`config.mk`:
```
export PLATFORM = sky130hd
export DESIGN_NAME = running_min_max_mean_stats_core_flat
export DESIGN_NICKNAME = d
export VERILOG_FILES = /design/src/rmms_pkg.sv /design/src/rmms_in_if.sv /design/src/rmms_out_if.sv /design/src/rmms_div.sv /design/src/rmms_colour.sv /design/src/running_min_max_mean_stats_core.sv /design/src/flat_wrapper.sv
export SDC_FILE = /design/constraint.sdc
export NUM_CORES = 1
export LEC_CHECK = 0
export BUFFER_PORTS_ARGS = -buffer_cell sky130_fd_sc_hd__buf_4
export CORE_MARGIN = 3
export CORE_UTILIZATION = 64
export CTS_BUF_LIST = sky130_fd_sc_hd__clkbuf_2
export DETAILED_ROUTE_END_ITERATION = 10
export PLACE_DENSITY = 0.83
export SETUP_SLACK_MARGIN = 0.5
export SYNTH_ARGS = -nofsm -noshare
export SYNTH_HDL_FRONTEND = slang
export SYNTH_SLANG_ARGS = --single-unit
```
`constraint.sdc`:
```
create_clock -name clk -period 6.7 [get_ports clk]
set_input_delay 0.335 -clock clk [delete_from_list [all_inputs] [get_ports clk]]
set_output_delay 0.335 -clock clk [all_outputs]
set_load 0.005 [all_outputs]
```
`src/rmms_pkg.sv`:
```
// ----------------------------------------------------------------------------
// rmms_pkg
// Shared constants and types of the running min / max / mean statistics core.
// ----------------------------------------------------------------------------
package rmms_pkg;

  localparam int CHANNELS_DEF     = 4;
  localparam int SAMPLE_WIDTH_DEF = 16;
  localparam int COUNT_WIDTH_DEF  = 16;

  localparam int MAX_CHANNELS = 4;
  localparam int CH_W         = 2;
  localparam int COLOUR_W     = 2;
  localparam int NUM_COLOURS  = 3;

  localparam logic KIND_SAMPLE = 1'b0;
  localparam logic KIND_CLEAR  = 1'b1;

  localparam logic [COLOUR_W-1:0] COLOUR_NONE  = 2'd0;
  localparam logic [COLOUR_W-1:0] COLOUR_RED   = 2'd1;
  localparam logic [COLOUR_W-1:0] COLOUR_GREEN = 2'd2;
  localparam logic [COLOUR_W-1:0] COLOUR_BLUE  = 2'd3;

  typedef struct packed {
    logic                clear;
    logic                update;
    logic [COLOUR_W-1:0] colour;
  } colour_ctrl_t;

endpackage

```
`src/rmms_in_if.sv`:
```
// ----------------------------------------------------------------------------
// rmms_in_if
// Input channel: one word carries a sample set with its colour, or a clear.
// ----------------------------------------------------------------------------
interface rmms_in_if #(
  parameter int SAMPLE_WIDTH = 16
);
  logic                    valid;
  logic                    ready;
  logic                    kind;
  logic [SAMPLE_WIDTH-1:0] sample_0;
  logic [SAMPLE_WIDTH-1:0] sample_1;
  logic [SAMPLE_WIDTH-1:0] sample_2;
  logic [SAMPLE_WIDTH-1:0] sample_3;
  logic [1:0]              colour;

  modport source (
    output valid, kind, sample_0, sample_1, sample_2, sample_3, colour,
    input  ready
  );

  modport sink (
    input  valid, kind, sample_0, sample_1, sample_2, sample_3, colour,
    output ready
  );
endinterface

```
`src/rmms_out_if.sv`:
```
// ----------------------------------------------------------------------------
// rmms_out_if
// Result channel: one word carries the statistics of one channel.
// ----------------------------------------------------------------------------
interface rmms_out_if #(
  parameter int SAMPLE_WIDTH = 16
);
  logic                    valid;
  logic                    ready;
  logic [1:0]              channel;
  logic [SAMPLE_WIDTH-1:0] max_value;
  logic [SAMPLE_WIDTH-1:0] min_value;
  logic [SAMPLE_WIDTH-1:0] mean_value;
  logic [1:0]              dominant;
  logic                    last;

  modport source (
    output valid, channel, max_value, min_value, mean_value, dominant, last,
    input  ready
  );

  modport sink (
    input  valid, channel, max_value, min_value, mean_value, dominant, last,
    output ready
  );
endinterface

```
`src/rmms_div.sv`:
```
// ----------------------------------------------------------------------------
// rmms_div
// Bit-serial restoring divider: signed sum over unsigned count, truncated
// toward zero, one quotient bit per cycle.
// ----------------------------------------------------------------------------
module rmms_div
  import rmms_pkg::*;
#(
  parameter int SAMPLE_WIDTH = SAMPLE_WIDTH_DEF,
  parameter int COUNT_WIDTH  = COUNT_WIDTH_DEF
) (
  input  logic                                 clk,
  input  logic                                 rst,
  input  logic                                 start,
  input  logic [SAMPLE_WIDTH+COUNT_WIDTH-1:0]  dividend,
  input  logic [COUNT_WIDTH-1:0]               divisor,
  output logic                                 done,
  output logic [SAMPLE_WIDTH-1:0]              quotient
);

  localparam int SUM_WIDTH = SAMPLE_WIDTH + COUNT_WIDTH;
  localparam int ITER_W    = $clog2(SAMPLE_WIDTH);
  localparam logic [ITER_W-1:0] LAST_ITER = ITER_W'(SAMPLE_WIDTH - 1);

  logic                    busy;
  logic [ITER_W-1:0]       iter;
  logic                    neg;
  logic [COUNT_WIDTH-1:0]  den;
  logic [COUNT_WIDTH-1:0]  rem;
  logic [SAMPLE_WIDTH-1:0] shift;
  logic [SUM_WIDTH-1:0]    mag;
  logic [COUNT_WIDTH:0]    trial;
  logic [COUNT_WIDTH:0]    diff;
  logic                    take;

  // The quotient magnitude never exceeds the sample range, so the upper part
  // of the dividend is already below the divisor and seeds the remainder.
  always_comb begin
    mag   = dividend[SUM_WIDTH-1] ? (~dividend + SUM_WIDTH'(1)) : dividend;
    trial = {rem, shift[SAMPLE_WIDTH-1]};
    diff  = trial - {1'b0, den};
    take  = ~diff[COUNT_WIDTH];
  end

  always_ff @(posedge clk) begin
    if (rst) begin
      busy <= 1'b0;
      done <= 1'b0;
      iter <= '0;
    end else begin
      done <= !start && busy && (iter == LAST_ITER);
      if (start) begin
        busy  <= 1'b1;
        iter  <= '0;
        neg   <= dividend[SUM_WIDTH-1];
        den   <= divisor;
        rem   <= mag[SUM_WIDTH-1:SAMPLE_WIDTH];
        shift <= mag[SAMPLE_WIDTH-1:0];
      end else if (busy) begin
        rem   <= take ? diff[COUNT_WIDTH-1:0] : trial[COUNT_WIDTH-1:0];
        shift <= {shift[SAMPLE_WIDTH-2:0], take};
        iter  <= iter + ITER_W'(1);
        if (iter == LAST_ITER) begin
          busy <= 1'b0;
        end
      end
    end
  end

  assign quotient = neg ? (~shift + SAMPLE_WIDTH'(1)) : shift;

endmodule

```
`src/rmms_colour.sv`:
```
// ----------------------------------------------------------------------------
// rmms_colour
// Saturating red, green and blue report counters and the dominant colour.
// ----------------------------------------------------------------------------
module rmms_colour
  import rmms_pkg::*;
#(
  parameter int COUNT_WIDTH = COUNT_WIDTH_DEF
) (
  input  logic                clk,
  input  logic                rst,
  input  colour_ctrl_t        ctrl,
  output logic [COLOUR_W-1:0] dominant
);

  logic [COUNT_WIDTH-1:0] counts [NUM_COLOURS];
  logic [COUNT_WIDTH-1:0] best;
  logic [COLOUR_W-1:0]    pick;

  always_ff @(posedge clk) begin
    if (rst || ctrl.clear) begin
      for (int i = 0; i < NUM_COLOURS; i++) begin
        counts[i] <= '0;
      end
    end else if (ctrl.update) begin
      for (int i = 0; i < NUM_COLOURS; i++) begin
        if (ctrl.colour == COLOUR_W'(i + 1) && counts[i] != '1) begin
          counts[i] <= counts[i] + COUNT_WIDTH'(1);
        end
      end
    end
  end

  // The first colour wins a tie.
  always_comb begin
    best = counts[0];
    pick = COLOUR_RED;
    if (counts[1] > best) begin
      best = counts[1];
      pick = COLOUR_GREEN;
    end
    if (counts[2] > best) begin
      best = counts[2];
      pick = COLOUR_BLUE;
    end
    dominant = (best == '0) ? COLOUR_NONE : pick;
  end

endmodule

```
`src/running_min_max_mean_stats_core.sv`:
```
// ----------------------------------------------------------------------------
// running_min_max_mean_stats_core
// Each channel's mean comes from the shared bit-serial divider, one channel
// after another, so a sample word occupies the core until its last channel's
// result word is registered; the input is not ready meanwhile, and a stalled
// result channel holds the core. A clear word yields no result. Reset clears
// the statistics, the colour counters and the control state.
// ----------------------------------------------------------------------------
module running_min_max_mean_stats_core
  import rmms_pkg::*;
#(
  parameter int CHANNELS     = CHANNELS_DEF,
  parameter int SAMPLE_WIDTH = SAMPLE_WIDTH_DEF,
  parameter int COUNT_WIDTH  = COUNT_WIDTH_DEF
) (
  input logic        clk,
  input logic        rst,
  rmms_in_if.sink    samples,
  rmms_out_if.source results
);

  localparam int SUM_WIDTH = SAMPLE_WIDTH + COUNT_WIDTH;
  localparam logic [CH_W-1:0] LAST_CH = CH_W'(CHANNELS - 1);
  localparam logic signed [SAMPLE_WIDTH-1:0] SMAX = {1'b0, {(SAMPLE_WIDTH-1){1'b1}}};
  localparam logic signed [SAMPLE_WIDTH-1:0] SMIN = {1'b1, {(SAMPLE_WIDTH-1){1'b0}}};
  localparam logic [COUNT_WIDTH-1:0] CMAX = '1;

  typedef enum logic [4:0] {
    ST_IDLE   = 5'b00001,
    ST_UPDATE = 5'b00010,
    ST_LOAD   = 5'b00100,
    ST_DIVIDE = 5'b01000,
    ST_OUTPUT = 5'b10000
  } state_t;

  state_t                         state;
  logic [CH_W-1:0]                ch;
  logic [COUNT_WIDTH-1:0]         count;
  logic                           counting;
  logic signed [SAMPLE_WIDTH-1:0] samp_q [MAX_CHANNELS];
  logic signed [SAMPLE_WIDTH-1:0] ch_max [MAX_CHANNELS];
  logic signed [SAMPLE_WIDTH-1:0] ch_min [MAX_CHANNELS];
  logic signed [SUM_WIDTH-1:0]    ch_sum [MAX_CHANNELS];

  logic                    o_valid;
  logic [CH_W-1:0]         o_ch;
  logic [SAMPLE_WIDTH-1:0] o_max;
  logic [SAMPLE_WIDTH-1:0] o_min;
  logic [SAMPLE_WIDTH-1:0] o_mean;
  logic [COLOUR_W-1:0]     o_dom;
  logic                    o_last;

  logic                           acc;
  logic signed [SAMPLE_WIDTH-1:0] v;
  logic signed [SUM_WIDTH-1:0]    sum_next;
  logic                           div_done;
  logic [SAMPLE_WIDTH-1:0]        div_q;
  logic [COLOUR_W-1:0]            dominant;
  colour_ctrl_t                   colour_ctrl;

  assign samples.ready = (state == ST_IDLE);
  assign acc           = samples.valid && samples.ready;

  always_comb begin
    v        = samp_q[ch];
    sum_next = ch_sum[ch] + {{COUNT_WIDTH{v[SAMPLE_WIDTH-1]}}, v};
    colour_ctrl.clear  = acc && (samples.kind == KIND_CLEAR);
    colour_ctrl.update = acc && (samples.kind == KIND_SAMPLE);
    colour_ctrl.colour = samples.colour;
  end

  always_ff @(posedge clk) begin
    if (rst) begin
      state    <= ST_IDLE;
      ch       <= '0;
      count    <= '0;
      counting <= 1'b0;
      o_valid  <= 1'b0;
      for (int i = 0; i < MAX_CHANNELS; i++) begin
        ch_max[i] <= SMIN;
        ch_min[i] <= SMAX;
        ch_sum[i] <= '0;
      end
    end else begin
      if (results.valid && results.ready && state != ST_OUTPUT) begin
        o_valid <= 1'b0;
      end
      case (state)
        ST_IDLE: begin
          if (acc) begin
            if (samples.kind == KIND_CLEAR) begin
              count <= '0;
              for (int i = 0; i < MAX_CHANNELS; i++) begin
                ch_max[i] <= SMIN;
                ch_min[i] <= SMAX;
                ch_sum[i] <= '0;
              end
            end else begin
              samp_q[0] <= samples.sample_0;
              samp_q[1] <= samples.sample_1;
              samp_q[2] <= samples.sample_2;
              samp_q[3] <= samples.sample_3;
              counting  <= (count != CMAX);
              if (count != CMAX) begin
                count <= count + COUNT_WIDTH'(1);
              end
              ch    <= '0;
              state <= ST_UPDATE;
            end
          end
        end
        ST_UPDATE: begin
          if (v > ch_max[ch]) begin
            ch_max[ch] <= v;
          end
          if (v < ch_min[ch]) begin
            ch_min[ch] <= v;
          end
          if (counting) begin
            ch_sum[ch] <= sum_next;
          end
          state <= ST_LOAD;
        end
        ST_LOAD: begin
          state <= ST_DIVIDE;
        end
        ST_DIVIDE: begin
          if (div_done) begin
            state <= ST_OUTPUT;
          end
        end
        ST_OUTPUT: begin
          if (!o_valid || results.ready) begin
            o_valid <= 1'b1;
            o_ch    <= ch;
            o_max   <= ch_max[ch];
            o_min   <= ch_min[ch];
            o_mean  <= div_q;
            o_dom   <= dominant;
            o_last  <= (ch == LAST_CH);
            if (ch == LAST_CH) begin
              state <= ST_IDLE;
            end else begin
              ch    <= ch + CH_W'(1);
              state <= ST_UPDATE;
            end
          end
        end
        default: begin
          state <= ST_IDLE;
        end
      endcase
    end
  end

  rmms_div #(
    .SAMPLE_WIDTH (SAMPLE_WIDTH),
    .COUNT_WIDTH  (COUNT_WIDTH)
  ) u_div (
    .clk      (clk),
    .rst      (rst),
    .start    (state == ST_LOAD),
    .dividend (ch_sum[ch]),
    .divisor  (count),
    .done     (div_done),
    .quotient (div_q)
  );

  rmms_colour #(
    .COUNT_WIDTH (COUNT_WIDTH)
  ) u_colour (
    .clk      (clk),
    .rst      (rst),
    .ctrl     (colour_ctrl),
    .dominant (dominant)
  );

  assign results.valid      = o_valid;
  assign results.channel    = o_ch;
  assign results.max_value  = o_max;
  assign results.min_value  = o_min;
  assign results.mean_value = o_mean;
  assign results.dominant   = o_dom;
  assign results.last       = o_last;

  a_last_channel: assert property (@(posedge clk) disable iff (rst)
    results.valid && results.last |-> results.channel == LAST_CH)
    else $error("last word does not belong to the final channel");

  a_count_grows: assert property (@(posedge clk) disable iff (rst)
    !(acc && samples.kind == KIND_CLEAR) |=> count >= $past(count))
    else $error("sample count went down without a clear");

  a_max_above_min: assert property (@(posedge clk) disable iff (rst)
    state == ST_OUTPUT && count != '0 |-> ch_max[ch] >= ch_min[ch])
    else $error("channel maximum below its minimum");

  a_done_in_divide: assert property (@(posedge clk) disable iff (rst)
    div_done |-> state == ST_DIVIDE)
    else $error("divider finished outside the divide state");

endmodule

```
`src/flat_wrapper.sv`:
```
// flat-port wrapper written by rule: the top's interface ports become plain ports
module running_min_max_mean_stats_core_flat import rmms_pkg::*;
#(
  parameter int CHANNELS     = CHANNELS_DEF,
  parameter int SAMPLE_WIDTH = SAMPLE_WIDTH_DEF,
  parameter int COUNT_WIDTH  = COUNT_WIDTH_DEF
)
  (clk, rst, samples_valid, samples_kind, samples_sample_0, samples_sample_1, samples_sample_2, samples_sample_3, samples_colour, samples_ready, results_valid, results_channel, results_max_value, results_min_value, results_mean_value, results_dominant, results_last, results_ready);
  rmms_in_if #(.SAMPLE_WIDTH(SAMPLE_WIDTH)) samples_i ();
  rmms_out_if #(.SAMPLE_WIDTH(SAMPLE_WIDTH)) results_i ();
  input logic clk;
  input logic rst;
  input wire logic [$bits(samples_i.valid)-1:0] samples_valid;
  input wire logic [$bits(samples_i.kind)-1:0] samples_kind;
  input wire logic [$bits(samples_i.sample_0)-1:0] samples_sample_0;
  input wire logic [$bits(samples_i.sample_1)-1:0] samples_sample_1;
  input wire logic [$bits(samples_i.sample_2)-1:0] samples_sample_2;
  input wire logic [$bits(samples_i.sample_3)-1:0] samples_sample_3;
  input wire logic [$bits(samples_i.colour)-1:0] samples_colour;
  output wire logic [$bits(samples_i.ready)-1:0] samples_ready;
  output wire logic [$bits(results_i.valid)-1:0] results_valid;
  output wire logic [$bits(results_i.channel)-1:0] results_channel;
  output wire logic [$bits(results_i.max_value)-1:0] results_max_value;
  output wire logic [$bits(results_i.min_value)-1:0] results_min_value;
  output wire logic [$bits(results_i.mean_value)-1:0] results_mean_value;
  output wire logic [$bits(results_i.dominant)-1:0] results_dominant;
  output wire logic [$bits(results_i.last)-1:0] results_last;
  input wire logic [$bits(results_i.ready)-1:0] results_ready;
  assign samples_i.valid = samples_valid;
  assign samples_i.kind = samples_kind;
  assign samples_i.sample_0 = samples_sample_0;
  assign samples_i.sample_1 = samples_sample_1;
  assign samples_i.sample_2 = samples_sample_2;
  assign samples_i.sample_3 = samples_sample_3;
  assign samples_i.colour = samples_colour;
  assign samples_ready = samples_i.ready;
  assign results_valid = results_i.valid;
  assign results_channel = results_i.channel;
  assign results_max_value = results_i.max_value;
  assign results_min_value = results_i.min_value;
  assign results_mean_value = results_i.mean_value;
  assign results_dominant = results_i.dominant;
  assign results_last = results_i.last;
  assign results_i.ready = results_ready;
  running_min_max_mean_stats_core #(.CHANNELS(CHANNELS), .SAMPLE_WIDTH(SAMPLE_WIDTH), .COUNT_WIDTH(COUNT_WIDTH)) u_core (.clk(clk), .rst(rst), .samples(samples_i), .results(results_i));
endmodule
```
==> metrics.md, run 1 <==
| Metric | Value |
|---|---|
| Placed inst area | 27700 µm² |
| Post-synth top area share | around 54% |
| Layout filler cell count | roughly 2400 |
| Pre-CTS WS | 1.37 ns |
| DP Wirelength | 41300 µm |
| DR DRC count | 0 |
| CTS H-tree lvls | 3 |
| Post-synth top area cell | edfxtp_1 |
| Starting Density | 65.2% |
| Final hold slack | 0.187 ns |
| EDFF count, synth | 470 |
| Antenna-violating nets left | 0 |
| Gate Count Post-Synth | 2164 |
| Pwr/cell area | 255 nW/µm² |
| Post-route non-filler standard cell count | 3131 |
| Routability cong. | 0.913 |
| Startpoint types | flip-flop |
| # rows | 73 |
| Top cells by count, synth | 470 x edfxtp_1, 308 x nor2_1, 174 x nand2_1 |
| Ys flop type | edfxtp_1 |
| Largest cells by area after synthesis | edfxtp_1 54%, ha_1 5.8%, nor2_1 4.4% |
| Total negative setup slack | 0 ns |
| Share of post-route cells with drive strength above 1 | 17.6% |
| Async SR Flop Fraction | 0% |
| Setup WS post-layout | about 1.3 ns |
| Synthesized area per cell | 12.1 µm² |
| Slew headroom | between 20% and 30% |
| Avg WL per Cell | between 20 and 25 µm |
| Wirelength, routed | just over 70000 µm |
| CTS clk-pin slew, worst paths | 0.11 ns |
| RSZ-0062 raised after global routing | no |
| Worst-Margin Slew | 1.18 ns |
| # setup viols final | 0 |
| Die H | 208 µm |
| Clock buffer count from CTS | 120 |
| Die ar. | 43200 µm² |
| Seq cells post-synth | 503 |
| CP Capture Type | flip-flop |
| Critical path required time | approximately 7.5 ns |
| M1 WL | 25200 µm |
| Initial antenna violation count | 7 |
| Core Box Area | approximately 40000 µm² |
| Top routing layer in use | met4 |
| Syn nets | 2358 |
| CTS Root Cell | clkbuf_2 |
| Final Slew Violations | 0 |
| Design area | 30200 µm² |
| Leak | 11.6 nW |
| IO Count | 126 |
| Chip Width | 208 µm |
| DRT iter0 DRCs | approximately 2500 |
| Via density | 6.35 |
| Post CTS Setup Buffer Count | 0 |
| Via Count | between 15000 and 20000 |
| Cell with the most instances after synthesis | edfxtp_1 |
| Status | complete, no violations |
| Ys Warns | 0 |
| GRT overflow | 0 |
| Fmax | 184 MHz |
| PortBufs | 125 |
| Seq/Total Area, Yosys | 56.6% |
| CTS tree | yes |
| Clock sinks | 503 |
| Total Power Consumption | 7.69 mW |
| TritonRoute pass-1 iters | 7 |
| Final Cycle Share | 81.3% |
| CP max FO | 35 |
| Placed cells | 2772 |
| Critical path arrival | around 6.2 ns |
| Skew final | 0.170 ns |
| Clk buf depth | 3 |
| Largest net degree at the start of global routing | 65 |
| Clock latency on the worst-skew pair | 1.28 ns |
| Vias in the first global route | 19900 |
| Maxcap violations | 0 |
| Crit Path Class | reg -> reg |
| Final core occ | 75.5% |
| GRT Util Overall | 32.4% |
| Met3 wire len | 8000 µm |
| Final Hold Fails | 0 |
| P&R area growth vs syn | 15.8% |
| Mapped cell area | approximately 26000 µm² |
| Met2 WL post-DR | between 30000 and 40000 µm |
| Nets | 2700 |
| Final min period | 5.45 ns |
| Post-synth cell types | a little over 80 |
| Worst Hold Class | in -> reg |
| VDD IR max | 0.000192 V |
| Global-route wire length before repair | 110000 µm |
## metal layers
metal / track usage [%] / up-vias
li1: - / 8751
met1: 40.9 / 9318
met2: 53.3 / 1508
met3: 7.47 / 297
met4: 16.1 / 0
met5: 0 / -
## path summary, 6_finish.rpt
check,end,slack (ns),cells past startpoint,startpoint
min reg2reg,u_core.u_div.done$_SDFF_PP0_,0.48,2,u_core.u_div.iter[3]$_SDFFE_PP0P_
max,u_core.ch_min[3][2]$_SDFFCE_PN1P_,1.25,12,flip-flop
max reg2reg,u_core.ch_min[3][2]$_SDFFCE_PN1P_,1.25,12,flip-flop
min,u_core.counting$_SDFFE_PP0P_,0.19,3,rst
## power by group
part           internal, mW  switching, mW
Combinational         0.590           1.01
Clock                 0.859           1.32
Sequential             3.74          0.175
## placed cells by master (no fill, tap or decap), types with 20 or more instances in the layout
cell | synthesis | final
mux4_1 | 20 | 20
nor2b_1 | 21 | 21
nor3_1 | 37 | 36
dfxtp_1 | 33 | 31
nor2_1 | 308 | 306
and3_1 | 29 | 29
mux4_2 | 43 | 43
mux2_2 | 21 | 21
a21oi_1 | 82 | 82
dlygate4sd3_1 | 0 | 137
o21ai_0 | 71 | 70
nand2b_1 | 24 | 24
xor2_1 | 53 | 53
inv_1 | 111 | 111
ha_1 | 121 | 121
xnor2_1 | 69 | 69
nand4_1 | 38 | 38
clkbuf_2 | 0 | 175
nand3_1 | 53 | 53
a21o_1 | 35 | 35
mux2i_1 | 52 | 52
edfxtp_1 | 470 | 470
buf_4 | 0 | 166
clkinv_1 | 1 | 26
nand2_1 | 174 | 174
## logic make-up (layout without fill, tap and decap cells)
group           count (synthesis)  in the layout  share of synthesized area (%)
compound gates                316            316                           7.68
flops                         503            503                           56.6
simple gates                  767            767                           13.8
mux                           136            136                           8.63
buf+inv                       196            629                           3.10
other cells                     0              9                              0
fa+ha+maj                     123            123                           5.96
xor+xnor                      123            123                           4.16
## critical path, cell delays in order (launching register included)
cell      delay, ns
dfxtp_4        0.75
mux2_2         0.42
o21ai_0        0.22
buf_4          0.22
inv_1          0.42
ha_1           0.50
nand2_1        0.08
nor3_1         0.05
a21oi_1        0.20
o221ai_1       0.16
o211ai_1       0.42
and2_0         0.82
nand2b_1       0.75
## sequential cells by signal, indices dropped and copies added (netlist names), 2 cells and up, named ones only
register                   cells
u_core.results.dominant        2
u_core.state                   5
u_core.ch                      2
u_core.u_div.rem              16
u_core.ch_max                 64
u_core.ch_sum                128
u_core.ch_min                 64
u_core.u_div.iter              4
u_core.results.max_value      16
u_core.u_div.shift            16
u_core.count                  16
u_core.u_colour.counts        48
u_core.samp_q                 64
u_core.results.min_value      16
u_core.results.channel         2
u_core.results.mean_value     16
u_core.u_div.den              16
## cell type report
type	count	area (µm²)	share of cell area, %
inverter	112	420	1.39
antenna	9	22.5	0.0746
multi-input combinational	1465	10500	34.9
clock buffer	175	876	2.90
tap	525	657	2.17
sequential	503	14800	48.9
timing repair buffer	304	2640	8.73
clock inverter	38	265	0.878
## repair_timing
| action | in CTS | in global routing |
|---|---|---|
| endpoints found under the hold margin | 138 | 0 |
| hold buffers | 137 | 0 |
| gates resized for setup | 0 | 0 |
No activity file was read; power rests on OpenSTA's default activity.
==> inputs of run 2 (changes only) <==
==> constraint.sdc (replaced) <==
create_clock -name clk -period 5.4 [get_ports clk]
set_input_delay 0.27 -clock clk [delete_from_list [all_inputs] [get_ports clk]]
set_output_delay 0.27 -clock clk [all_outputs]
set_load 0.005 [all_outputs]
==> run 2 against run 1 <==
Clock power up 18%. Register-to-register slack worse by 0.45 ns. Global-route usage down 0.49 points. Hold slack worse by 0.0055 ns. Routed wire length down 3.3%.
==> metrics.md, run 2 (synthesized netlist as in run 1, its figures left out) <==
| Metric | Value |
|---|---|
| CP Capture Type | flip-flop |
| Total Power Consumption | 9.35 mW |
| # setup viols final | 0 |
| Most frequent cells in the layout | 470 x edfxtp_1, 306 x nor2_1, 176 x buf_4 |
| Die ar. | between 40000 and 50000 µm² |
| Pwr/cell area | 308 nW/µm² |
| Clock buffer count from CTS | 121 |
| Status | complete, no violations |
| # rows | 73 |
| Clk buf depth | 3 |
| Vias in the first global route | 20000 |
| Maxcap violations | 0 |
| RSZ-0062 raised after global routing | no |
| Initial antenna violation count | 5 |
| Final min period | between 4 and 5 ns |
| Nets | 2716 |
| Worst-Margin Slew | 1.13 ns |
| CTS H-tree lvls | 3 |
| Via density | 6.25 |
| Core Box Area | 40000 µm² |
| Largest reg by FF count | u_core.ch_sum |
| Max FFs per register | roughly 130 |
| Wirelength, routed | 69800 µm |
| Largest net degree at the start of global routing | 56 |
| Global-route wire length before repair | 109000 µm |
| Antenna-violating nets left | 0 |
| CTS clk-pin slew, worst paths | between 0.1 and 0.15 ns |
| Clock sinks | 503 |
| CP max FO | 35 |
| DP Wirelength | 43700 µm |
| Skew final | 0.124 ns |
| Most common cell after layout, fill and taps aside | edfxtp_1 |
| Share of post-route cells with drive strength above 1 | 17.9% |
| DRT iter0 DRCs | 2200 |
| Routability cong. | 0.974 |
| Final Cycle Share | 85.1% |
| Via Count | 19700 |
| GRT overflow | 0 |
| Die H | between 200 and 250 µm |
| GRT Util Overall | between 30% and 40% |
| Avg WL per Cell | 22.2 µm |
| Final Slew Violations | 0 |
| Startpoint types | flip-flop |
| Critical path arrival | 5.44 ns |
| P&R area growth vs syn | 16.2% |
| Worst Hold Class | in -> reg |
| TritonRoute pass-1 iters | 6 |
| DR DRC count | 0 |
| Total negative setup slack | 0 ns |
| Clock latency on the worst-skew pair | between 1 and 1.5 ns |
| Leak | 11.7 nW |
| Fmax | 218 MHz |
| Crit Path Class | reg -> reg |
| Critical path required time | roughly 6.2 ns |
| PortBufs | around 130 |
| VDD IR max | 0.000193 V |
| CTS tree | yes |
| IO Count | 126 |
| CTS Root Cell | clkbuf_2 |
| Starting Density | 65.2% |
| Chip Width | 208 µm |
| Final Hold Fails | 0 |
| Slew headroom | 24.1% |
[run 2: cell types whose count changed in the layout (fill, tap and decap cells not counted), moves of 2 or more]
cell and change:
buf_4 +10, bufinv_16 -2, clkinv_1 +8, clkinvlp_4 +3, diode_2 -2, dlygate4sd3_1 +4
inv_6 -2, nand2b_1 -4, nand2b_2 +4
[run 2: cell type report]
cell class | count | area [µm²]
diodes | 7 | 17.5
fillers | 2473 | 9700
inverters | 112 | 420
clock inverters | 44 | 235
well taps | 525 | 657
multi-input cells | 1465 | 10600
clock buffers | 174 | 871
repair buffers | 319 | 2760
flip-flops and latches | 503 | 14800
[run 2: path summary, 6_finish.rpt]
path	startpoint	end	slack [ns]	depth (start not counted)
worst max-delay path	flip-flop	u_core.ch_sum[0][26]$_SDFFCE_PN0P_	0.80	12
worst min-delay path	rst	u_core.counting$_SDFFE_PP0P_	0.18	3
worst min register to register	u_core.u_div.iter[3]$_SDFFE_PP0P_	u_core.u_div.done$_SDFF_PP0_	0.47	2
worst max register to register	flip-flop	u_core.ch_sum[0][26]$_SDFFCE_PN0P_	0.80	12
[run 2: repair_timing]
item	4_1_cts	5_1_grt
resized for setup	0	3
endpoints found under the setup margin	0	81
setup buffers	0	1
hold buffers	141	0
hold endpoints to repair	197	0
[run 2: power by group]
part	internal (mW)	switching [mW]
registers	4.64	0.198
logic	0.749	1.22
clock network	0.965	1.58
[run 2: critical path: stages, from the launching register on]
cell,delay [ns]
dfxtp_4,0.74
mux2_2,0.40
o21ai_1,0.64
inv_1,0.27
ha_1,0.42
a21oi_1,0.16
o21ai_0,0.19
a21oi_1,0.34
a31oi_1,0.16
o21ai_0,0.29
o21ai_0,0.13
a211oi_1,0.44
nor3_1,0.08
[run 2: routing by layer]
| metal | part of all wire [%] | GRT usage (%) | up-vias |
|---|---|---|---|
| li1 | - | - | 8797 |
| met1 | 37 | 41.0 | 9369 |
| met2 | 48 | 52.6 | 1271 |
| met3 | 11 | 8.18 | 249 |
| met4 | 3.9 | 12.7 | 2 |
| met5 | 0.019 | 0 | - |
[run 2: stage by stage]
stage	instances	setup WS [ns]	cell area [µm²]	utilization [%]	hold slack [ns]
floorplan	2164	0.509	26100	-	0.369
global placement	2782	0.874	27700	69.3	0.448
detailed placement	2782	0.666	27700	69.3	0.449
CTS	3141	0.648	30300	75.6	0.0504
global route	3149	0.553	30300	75.8	0.0649
finish	3149	0.803	30300	75.8	0.182
